==> config.mk <==
export PLATFORM = sky130hd
export DESIGN_NAME = dedup_min_time_priority_queue_core
export DESIGN_NICKNAME = d
export VERILOG_FILES = /design/src/sv/dmtpq_pkg.sv /design/src/sv/dmtpq_cell.sv /design/src/sv/dedup_min_time_priority_queue_core.sv
export SDC_FILE = /design/constraint.sdc
export NUM_CORES = 2
export LEC_CHECK = 0
export BUFFER_PORTS_ARGS = -buffer_cell sky130_fd_sc_hd__buf_2
export CORE_ASPECT_RATIO = 0.8
export CORE_UTILIZATION = 35
export CTS_CLUSTER_SIZE = 28
export DETAILED_ROUTE_END_ITERATION = 8
export PLACE_DENSITY = 0.52
export SYNTH_ARGS = -nofsm -noshare
export SYNTH_HDL_FRONTEND = slang
export SYNTH_SLANG_ARGS = --single-unit
==> constraint.sdc <==
create_clock -name clk -period 9.5 [get_ports clk]
set_input_delay 1.425 -clock clk [delete_from_list [all_inputs] [get_ports clk]]
set_output_delay 1.425 -clock clk [all_outputs]
set_load 0.03 [all_outputs]
==> src/sv/dmtpq_pkg.sv <==
`timescale 1ns / 1ps
// shared types and codes for the earliest-time-first dedup queue
// no dependencies; imported by the cell and the top level

package dmtpq_pkg;

  localparam int DMTPQ_CAPACITY = 16;

  localparam logic OP_ADD = 1'b0;
  localparam logic OP_POP = 1'b1;

  localparam logic [1:0] ST_CHANGED = 2'd0;
  localparam logic [1:0] ST_SAME    = 2'd1;
  localparam logic [1:0] ST_FULL    = 2'd2;
  localparam logic [1:0] ST_EMPTY   = 2'd3;

  typedef struct packed {
    logic        opcode;
    logic [31:0] topic_key;
    logic [47:0] due_time;
  } dmtpq_req_t;

  typedef struct packed {
    logic [1:0]  status;
    logic        top_valid;
    logic [31:0] top_key;
    logic [47:0] top_time;
    logic [4:0]  entry_count;
  } dmtpq_rsp_t;

  typedef struct packed {
    logic [31:0] key;
    logic [47:0] due;
  } dmtpq_entry_t;

  // where a cell takes its next entry from
  typedef enum logic [1:0] {
    MV_HOLD,
    MV_LEFT,
    MV_RIGHT,
    MV_NEW
  } dmtpq_move_t;

  typedef struct packed {
    logic        cmp_en;
    dmtpq_move_t move;
  } dmtpq_ctrl_t;

  typedef struct packed {
    logic match;   // holds the same key
    logic ahead;   // served before the incoming entry
    logic lower;   // incoming time is strictly earlier than ours
  } dmtpq_flags_t;

endpackage

==> src/sv/dmtpq_cell.sv <==
`timescale 1ns / 1ps
// one slot of the sorted entry chain: compares against the request and
// shifts to or from its neighbours; uses dmtpq_pkg

module dmtpq_cell
  import dmtpq_pkg::*;
(
  input  logic         clk,
  input  dmtpq_ctrl_t  ctrl,
  input  logic         valid,
  input  dmtpq_entry_t incoming,
  input  dmtpq_entry_t left,
  input  dmtpq_entry_t right,
  output dmtpq_entry_t entry,
  output dmtpq_entry_t entry_next,
  output dmtpq_flags_t flags
);

  dmtpq_flags_t flags_next;

  always_comb begin
    flags_next.match = valid && (entry.key == incoming.key);
    flags_next.lower = incoming.due < entry.due;
    flags_next.ahead = valid && ((entry.due < incoming.due) ||
                       ((entry.due == incoming.due) && (entry.key < incoming.key)));
  end

  always_comb begin
    case (ctrl.move)
      MV_LEFT:  entry_next = left;
      MV_RIGHT: entry_next = right;
      MV_NEW:   entry_next = incoming;
      default:  entry_next = entry;
    endcase
  end

  always_ff @(posedge clk) begin
    entry <= entry_next;
    if (ctrl.cmp_en) begin
      flags <= flags_next;
    end
  end

endmodule

==> src/sv/dedup_min_time_priority_queue_core.sv <==
`timescale 1ns / 1ps
// earliest-time-first queue of unique keys held as a sorted chain of cells
// a request is compared in S_CMP, then S_APPLY shifts the chain and registers the result
// no new request is taken until S_APPLY finishes; it waits while a held result is stalled
// the result register is separate, so a request is taken while a result waits
// synchronous reset empties the queue; entry contents are not cleared
// uses dmtpq_pkg and dmtpq_cell

module dedup_min_time_priority_queue_core
  import dmtpq_pkg::*;
#(
  parameter int CAPACITY = DMTPQ_CAPACITY
) (
  input  logic       clk,
  input  logic       rst,
  input  logic       req_valid,
  output logic       req_stall,
  input  dmtpq_req_t req,
  output logic       rsp_valid,
  input  logic       rsp_stall,
  output dmtpq_rsp_t rsp
);

  localparam int CW = $clog2(CAPACITY + 1);
  localparam int IW = $clog2(CAPACITY);

  typedef enum logic [1:0] {
    S_IDLE,
    S_CMP,
    S_APPLY
  } state_t;

  state_t        state;
  dmtpq_req_t    cur;
  logic [CW-1:0] count;
  logic [CW-1:0] count_next;

  dmtpq_entry_t  ent      [CAPACITY];
  dmtpq_entry_t  ent_nxt  [CAPACITY];
  dmtpq_flags_t  flg      [CAPACITY];
  dmtpq_ctrl_t   ctl      [CAPACITY];
  dmtpq_entry_t  incoming;

  logic          found;
  logic          lower_any;
  logic [IW-1:0] f_idx;
  logic          pop_do;
  logic          ins_do;
  logic          low_do;
  logic [1:0]    status;
  logic          finish;

  assign incoming  = {cur.topic_key, cur.due_time};
  assign req_stall = (state != S_IDLE);
  assign finish    = (state == S_APPLY) && (!rsp_valid || !rsp_stall);

  // position of the matching key, at most one cell matches
  always_comb begin
    found     = 1'b0;
    lower_any = 1'b0;
    f_idx     = '0;
    for (int i = 0; i < CAPACITY; i++) begin
      if (flg[i].match) begin
        found     = 1'b1;
        lower_any = lower_any | flg[i].lower;
        f_idx     = f_idx | IW'(i);
      end
    end
  end

  always_comb begin
    pop_do = 1'b0;
    ins_do = 1'b0;
    low_do = 1'b0;
    count_next = count;
    if (cur.opcode == OP_POP) begin
      if (count == '0) begin
        status = ST_EMPTY;
      end else begin
        status     = ST_CHANGED;
        pop_do     = 1'b1;
        count_next = count - CW'(1);
      end
    end else if (found) begin
      if (lower_any) begin
        status = ST_CHANGED;
        low_do = 1'b1;
      end else begin
        status = ST_SAME;
      end
    end else if (count == CW'(CAPACITY)) begin
      status = ST_FULL;
    end else begin
      status     = ST_CHANGED;
      ins_do     = 1'b1;
      count_next = count + CW'(1);
    end
  end

  // per-cell move: pop shifts towards the head, add opens a gap at the
  // insertion point and closes the old slot of a lowered key
  always_comb begin
    for (int i = 0; i < CAPACITY; i++) begin
      logic at_p;
      logic past_p;
      logic in_span;
      at_p    = !flg[i].ahead && ((i == 0) || flg[(i == 0) ? 0 : i - 1].ahead);
      past_p  = (i != 0) && !flg[(i == 0) ? 0 : i - 1].ahead;
      in_span = ins_do || (IW'(i) <= f_idx);
      ctl[i].cmp_en = (state == S_CMP);
      ctl[i].move   = MV_HOLD;
      if (finish) begin
        if (pop_do) begin
          ctl[i].move = MV_RIGHT;
        end else if (ins_do || low_do) begin
          if (at_p) begin
            ctl[i].move = MV_NEW;
          end else if (past_p && in_span) begin
            ctl[i].move = MV_LEFT;
          end
        end
      end
    end
  end

  for (genvar g = 0; g < CAPACITY; g++) begin : g_cell
    dmtpq_entry_t left;
    dmtpq_entry_t right;
    if (g == 0) begin : g_head
      assign left = '0;
    end else begin : g_mid_l
      assign left = ent[g-1];
    end
    if (g == CAPACITY - 1) begin : g_tail
      assign right = '0;
    end else begin : g_mid_r
      assign right = ent[g+1];
    end

    dmtpq_cell u_cell (
      .clk        (clk),
      .ctrl       (ctl[g]),
      .valid      (CW'(g) < count),
      .incoming   (incoming),
      .left       (left),
      .right      (right),
      .entry      (ent[g]),
      .entry_next (ent_nxt[g]),
      .flags      (flg[g])
    );
  end

  always_ff @(posedge clk) begin
    if (rst) begin
      state     <= S_IDLE;
      count     <= '0;
      rsp_valid <= 1'b0;
    end else begin
      if (finish) begin
        rsp_valid <= 1'b1;
      end else if (rsp_valid && !rsp_stall) begin
        rsp_valid <= 1'b0;
      end
      case (state)
        S_IDLE: begin
          if (req_valid) begin
            cur   <= req;
            state <= S_CMP;
          end
        end
        S_CMP: begin
          state <= S_APPLY;
        end
        S_APPLY: begin
          if (finish) begin
            count           <= count_next;
            rsp.status      <= status;
            rsp.entry_count <= 5'(count_next);
            if (count_next != '0) begin
              rsp.top_valid <= 1'b1;
              rsp.top_key   <= ent_nxt[0].key;
              rsp.top_time  <= ent_nxt[0].due;
            end else begin
              rsp.top_valid <= 1'b0;
              rsp.top_key   <= '0;
              rsp.top_time  <= '0;
            end
            state <= S_IDLE;
          end
        end
        default: begin
          state <= S_IDLE;
        end
      endcase
    end
  end

endmodule

# Word-level counts from Yosys, hierarchy flattened
# Cells that the tools add are included.
classes:
  n_lt_le_gt_ge: 79
  n_mul: 0
  div: 0
  reduce_logical: 155
  n_eq_ne: 85
  add_sub_neg: 2
  n_mux: 165
  shift: 0
  bitwise_logic: 16
op_table:
  columns: ["operator", "count"]
  rows:
  - ["$pmux 80 s3", 16]
  - ["$lt 48x48->1", 32]
  - ["$eq 48x48->1", 16]
  - ["$eq 32x32->1", 16]
  - ["$lt 32x32->1", 16]
  - ["$mux 2", 72]
  - ["$mux 81", 1]
  - ["$logic_and 1x1->1", 80]
  - ["$eq 2x2->1 const B", 33]
  - ["$mux 1", 59]
  - ["$reduce_bool 3->1", 15]
  - ["$lt 4x5->1 const A", 8]
  - ["$eq 2x1->1 const B", 17]
  - ["$logic_or 1x1->1", 33]
  - ["$le 4x4->1 const A", 8]
  - ["$mux 4", 8]
  - ["$lt 3x5->1 const A", 4]
  - ["$mux 5", 4]
  - ["$logic_not 1->1", 18]
  - ["$le 3x4->1 const A", 4]
  - ["$or 1x1->1", 15]
  - ["$mux 3", 4]
  - ["$lt 1x5->1 const A", 2]
  - ["$lt 2x5->1 const A", 2]
  - ["other kinds (14)", 19]
totals:
  ramBits: 0
  romBits: 0
  wordCells: 593
  output_inout_bits: 90
  memories: 0
  input_bits: 85
  regBits: 1505
  latchBits: 0

# Logic depth before layout (Yosys ltp)
logic_depth:
  word_depth: 41
  ltp_mapped: 14
  depth_no_buf: 10

# Hierarchy
# Synthesis repeated with hierarchy kept, for this count alone.
unflattened:
  hier_cells: 8231
  hier_area_um2: 98116.6
by_module_without_submodules:
  columns: ["module", "area_each_um2", "cells_each", "n_inst", "seq_area_each_um2"]
  rows:
  - ["dmtpq_cell", 5655.4, 476, 16, 1691.6]
  - ["dedup_min_time_priority_queue_core", 7629.8, 615, 1, 5235.0]

# Worst setup path before layout
# No wires, ideal clock.
synth_timing:
  kind: "input -> register"
  startpoint: "input port rsp_stall"
  endpoint: "register g_cell[12].u_cell.entry[0] (netlist bit) (enable)"
  t_arrival_ns: 8.278
  path_slack_ns: 0.594
  path_buffers: 3
  cell_stages: 7
  cell_sequence: "a21oi_1 > o21ai_2 > or2_0 > clkbuf_1 > buf_2 > buf_1 > o21ai_0"
synth_via:
  elab_chain_len: 6
  elab_cells_between_ends: 8
  classes_between: "3 x eq/ne; 1 x mux; 4 x reduce/logical"
synth_lines:
  columns: ["item", "line_no", "rtl"]
  rows:
  - ["from (decl)", "dedup_min_time_priority_queue_core.sv:20", "input logic rsp_stall,"]
  - ["$logic_not 1->1 *", "dedup_min_time_priority_queue_core.sv:55", "assign finish = (state == S_APPLY) && (!rsp_valid || !rsp_stall);"]
  - ["$logic_or 1x1->1 *", "dedup_min_time_priority_queue_core.sv:55", null]
  - ["$logic_and 1x1->1 *", "dedup_min_time_priority_queue_core.sv:55", null]
  - ["$mux 2 *", "dedup_min_time_priority_queue_core.sv:112", "if (finish) begin"]
  - ["$eq 2x1->1 or $eq 2x2->1 (tied branches)", "dmtpq_cell.sv:29", "case (ctrl.move)"]
  - ["$reduce_bool 3->1 (no line) *", null, null]
  - ["to (signal assigned)", "dmtpq_cell.sv:38", "entry <= entry_next;"]
  - ["to (decl)", "dmtpq_cell.sv:14", "output dmtpq_entry_t entry,"]
# Mark *: on every way between the ends. The rest lies on a longest branch, timed or not.
# A chain may end at the register's enable or synchronous reset.

# Worst setup path in the final report
layout_timing:
  startpoint: "register count[1]"
  endpoint: "register g_cell[1].u_cell.entry[59] (netlist bit) (enable)"
layout_via:
  elab_chain_len: 13
  elab_cells_between_ends: 19
  classes_between: "4 x eq/ne; 10 x mux; 5 x reduce/logical"
layout_lines:
  columns: ["item", "line_no", "rtl"]
  rows:
  - ["from (decl)", "dedup_min_time_priority_queue_core.sv:35", "logic [CW-1:0] count;"]
  - ["from (signal assigned)", "dedup_min_time_priority_queue_core.sv:176", "count <= count_next;"]
  - ["$eq 5x5->1", "dedup_min_time_priority_queue_core.sv:91", "end else if (count == CW'(CAPACITY)) begin"]
  - ["$mux 1", "dedup_min_time_priority_queue_core.sv:91", null]
  - ["$mux 1", "dedup_min_time_priority_queue_core.sv:84", "end else if (found) begin"]
  - ["$mux 1", "dedup_min_time_priority_queue_core.sv:76", "if (cur.opcode == OP_POP) begin"]
  - ["$logic_or 1x1->1", "dedup_min_time_priority_queue_core.sv:109", "in_span = ins_do || (IW'(i) <= f_idx);"]
  - ["$logic_and 1x1->1", "dedup_min_time_priority_queue_core.sv:118", "end else if (past_p && in_span) begin"]
  - ["$mux 1", "dedup_min_time_priority_queue_core.sv:118", null]
  - ["$mux 2", "dedup_min_time_priority_queue_core.sv:116", "if (at_p) begin"]
  - ["$mux 2", "dedup_min_time_priority_queue_core.sv:115", "end else if (ins_do || low_do) begin"]
  - ["$mux 2 *", "dedup_min_time_priority_queue_core.sv:113", "if (pop_do) begin"]
  - ["$mux 2 *", "dedup_min_time_priority_queue_core.sv:112", null]
  - ["$eq 2x1->1 or $eq 2x2->1 (tied branches)", "dmtpq_cell.sv:29", null]
  - ["$reduce_bool 3->1 (no line) *", null, null]
  - ["to (signal assigned)", "dmtpq_cell.sv:38", null]
  - ["to (decl)", "dmtpq_cell.sv:14", null]
# Marks and branches as above.

==> impl_metrics.json <==
{
  "status": "finished, violations left",
  "violations": "max-capacitance violations, max-slew violations",
  "synth_compound_gate_area_share_pct": 19.0,
  "ys_seq_area_share_pct": 45.7,
  "hold-path-cell-count": 2,
  "wl_per_cell_um": 28.0,
  "synth-adder-area-share_pct": 16.5,
  "rows": 172,
  "synth-simple-area-share_pct": 13.1,
  "synthesis.area_um2": 97000,
  "crit_fanout": 49,
  "antenna_found_initial": 21,
  "totalWireLength_um": 372000,
  "clock-skew-final_ns": 0.0656,
  "drt_first_pass_iters": 6,
  "netlist_instances": 9490,
  "hpwlAfterDp_um": 265000,
  "r2r_slack_ns": 3.33,
  "drv_slew": 3,
  "drc": 0,
  "multiInputGateArea_um2": 47800,
  "synth_xor_area_share_pct": 0.00903,
  "p_int_w": 0.0121,
  "cp-startpoint": "count[1]",
  "max_freq_ghz": 0.162,
  "final_common_cell": "edfxtp_1",
  "endpoint_kind": "register",
  "postCtsSetupBuffers": 0,
  "synth-edff-count": 1417,
  "drtIter0Drc": 8938,
  "clock_latency_ns": 0.88,
  "ys_ff_latch": 1505,
  "gp_congestion": 0.964,
  "post-route-util_pct": 39.4,
  "slew_headroom_pct": -8.28,
  "critPathSlowestCell": "nor2_4",
  "p_leak_nw": 45.7,
  "pwr-share-seq_pct": 46.7,
  "setup_tns_ns": 0,
  "ys_types": 80,
  "ant_nets": 0,
  "vias": 80300,
  "hold_viol_final": 0,
  "syn_avg_cell_area_um2": 10.2,
  "cts_root_buffer": "clkbuf_16",
  "crit_type": "register to register",
  "reg2reg_to": "g_cell[1].u_cell.entry[59]",
  "syn_nets": 10900,
  "cp.arrival_ns": 6.71,
  "min_from": "g_cell[0].u_cell.entry[53]",
  "syn_to_final_growth_pct": 11.7,
  "power-per-cell-area_nw_per_um2": 149,
  "synth_mux_area_share_pct": 0.0206,
  "synth_top_family_by_area": "compound AO/OA/AOI/OAI gates",
  "power_frac_clock_pct": 44.8,
  "die-area_um2": 279000,
  "synth_ff_type": "edfxtp_1",
  "cts.sinks": 1505,
  "yosys_warnings": 0,
  "critical_path.top_delay_family": "simple AND/OR/NAND/NOR gates",
  "rr_startpoint": "count[1]",
  "die_h_um": 473,
  "tritoncts": "done",
  "cp_cell_sequence": "inv_1, ha_1, nand2_1, nor3_1, a21o_4, nor4b_2, buf_4, nor2_4, buf_4, nand2_4, buf_4",
  "numPortBuffers": 174,
  "path_common_cell": "buf_4",
  "async_reset_ff_share_pct": 0,
  "crit_required_ns": 10.03,
  "die_w_um": 591,
  "ff_latch_area_um2": 44300,
  "grt_overflow": 0,
  "core-area_um2": 275000,
  "peakVddDrop_uv": 119,
  "worstHoldPathType": "register to register",
  "crit_path_max_incr_delay_ns": 0.90,
  "numCtsBuffers": 183,
  "grt_pass1_wl_um": 540000,
  "worst_pin_slew_ns": 1.61,
  "drive_above_1_share_pct": 8.04,
  "min_period_ns": 6.17,
  "via_per_inst": 6.04,
  "grt_pass1_vias": 78400,
  "holdBufCountCts": 0,
  "cp.depth": 11,
  "final.period_utilization_pct": 65.0,
  "post_cts_resize_count": 0,
  "reg2reg_depth": 11,
  "num_io_pins": 175,
  "clockBufferDepth": 4,
  "p_sw_share_pct": 25.4,
  "layout_common_cells": "edfxtp_1, ha_1, nand2_1, nor2_1, inv_1",
  "nets": 10800,
  "setup_viol": 0,
  "cp-endpoint": "g_cell[1].u_cell.entry[59]",
  "initial_core_util_pct": 35.3,
  "grt_max_degree": 146,
  "netSwitchingPower_w": 0.00410,
  "rsz0062_at_grt": "no",
  "clkSlewWorstSetupHoldPaths_ns": 0.06,
  "final.fill_count": 27000,
  "maxCapViolCount": 1,
  "htreeDepth": 4,
  "grt_usage_pct": 25.9,
  "combPwrFrac_pct": 8.5,
  "path_buf_inv": 4,
  "startpoint_type": "register"
}
synthesized netlist by cell type, types with 82 or more instances:
cell type | number | area share (%)
edfxtp_1 | 1417 | 44
ha_1 | 1283 | 17
nand2_1 | 1201 | 4.6
nor2_1 | 892 | 3.5
inv_1 | 830 | 3.2
a221o_1 | 759 | 7.8
clkbuf_1 | 490 | 1.9
a22oi_1 | 449 | 3.5
a21oi_1 | 428 | 2.2
o21ai_0 | 261 | 1.3
nand4_1 | 250 | 1.6
a21o_1 | 208 | 1.6
nor3_1 | 94 | 0.48
dfxtp_1 | 88 | 1.8
and2_1 | 82 | 0.53
logic make-up (layout without fill, tap and decap cells):
logic type | after synthesis | count (layout)
simple gates | 2857 | 2857
compound gates | 2416 | 2416
other cells | 0 | 7
buf+inv | 1426 | 1558
fa+ha+maj | 1283 | 1283
mux | 2 | 2
xor+xnor | 1 | 1
flops | 1505 | 1505
power groups by stage:
stage,sequential [W],clock [W],combinational [W]
2_1_floorplan,0.00766,0,0.000849
3_3_place_gp,0.00769,0,0.00130
3_5_place_dp,0.00769,0,0.00135
4_1_cts,0.00755,0.00738,0.00136
5_1_grt,0.00757,0.00761,0.00152
6_report,0.00755,0.00724,0.00137
state kept, by name, summed over array words and instances, names as in the netlist:
signal / cells
state: 2
rsp: 88
cur: 81
rsp_valid: 1
count: 5
g_cell.u_cell.entry: 1280
g_cell.u_cell.flags: 48
metal layers:
metal	vias to the layer above	wire, um	GRT usage, %
met5	-	101	0
met4	14	12600	8.39
met3	597	37200	5.76
met2	3802	151000	37.0
met1	40000	171000	38.2
li1	35800	-	-
worst min path at each step:
stage                                      end
detailed placement  g_cell[0].u_cell.entry[53]
global route                         rsp_valid
finish              g_cell[0].u_cell.entry[53]
floorplan            g_cell[0].u_cell.entry[0]
global placement    g_cell[0].u_cell.entry[59]
CTS                 g_cell[0].u_cell.entry[53]
cell type report:
cell class / count / area share (%)
multi-input combinational: 6559 / 44.1
timing repair buffer: 400 / 2.39
tap: 3654 / 4.22
clock inverter: 90 / 0.837
antenna: 7 / 0.0162
clock buffer: 238 / 4.65
sequential: 1505 / 40.9
inverter: 830 / 2.88
stage by stage:
step / cell area, um^2 / hold slack [ns] / total power (W) / cells / setup slack (ns)
finish: 108000 / 0.512 / 0.0162 / 13300 / 3.33
global placement: 102000 / 0.499 / 0.00898 / 12900 / 2.84
CTS: 108000 / 0.515 / 0.0163 / 13300 / 3.37
global route: 108000 / 0.536 / 0.0167 / 13300 / 3.15
detailed placement: 102000 / 0.500 / 0.00903 / 12900 / 2.83
floorplan: 97000 / 0.473 / 0.00851 / 9490 / 0.594
worst min-delay path: stages, from the launching register on:
cell     delay, ns
dfxtp_1       0.32
nand2_1       0.05
o21ai_0       0.07
Note: power is estimated with default switching activity, not from simulation.
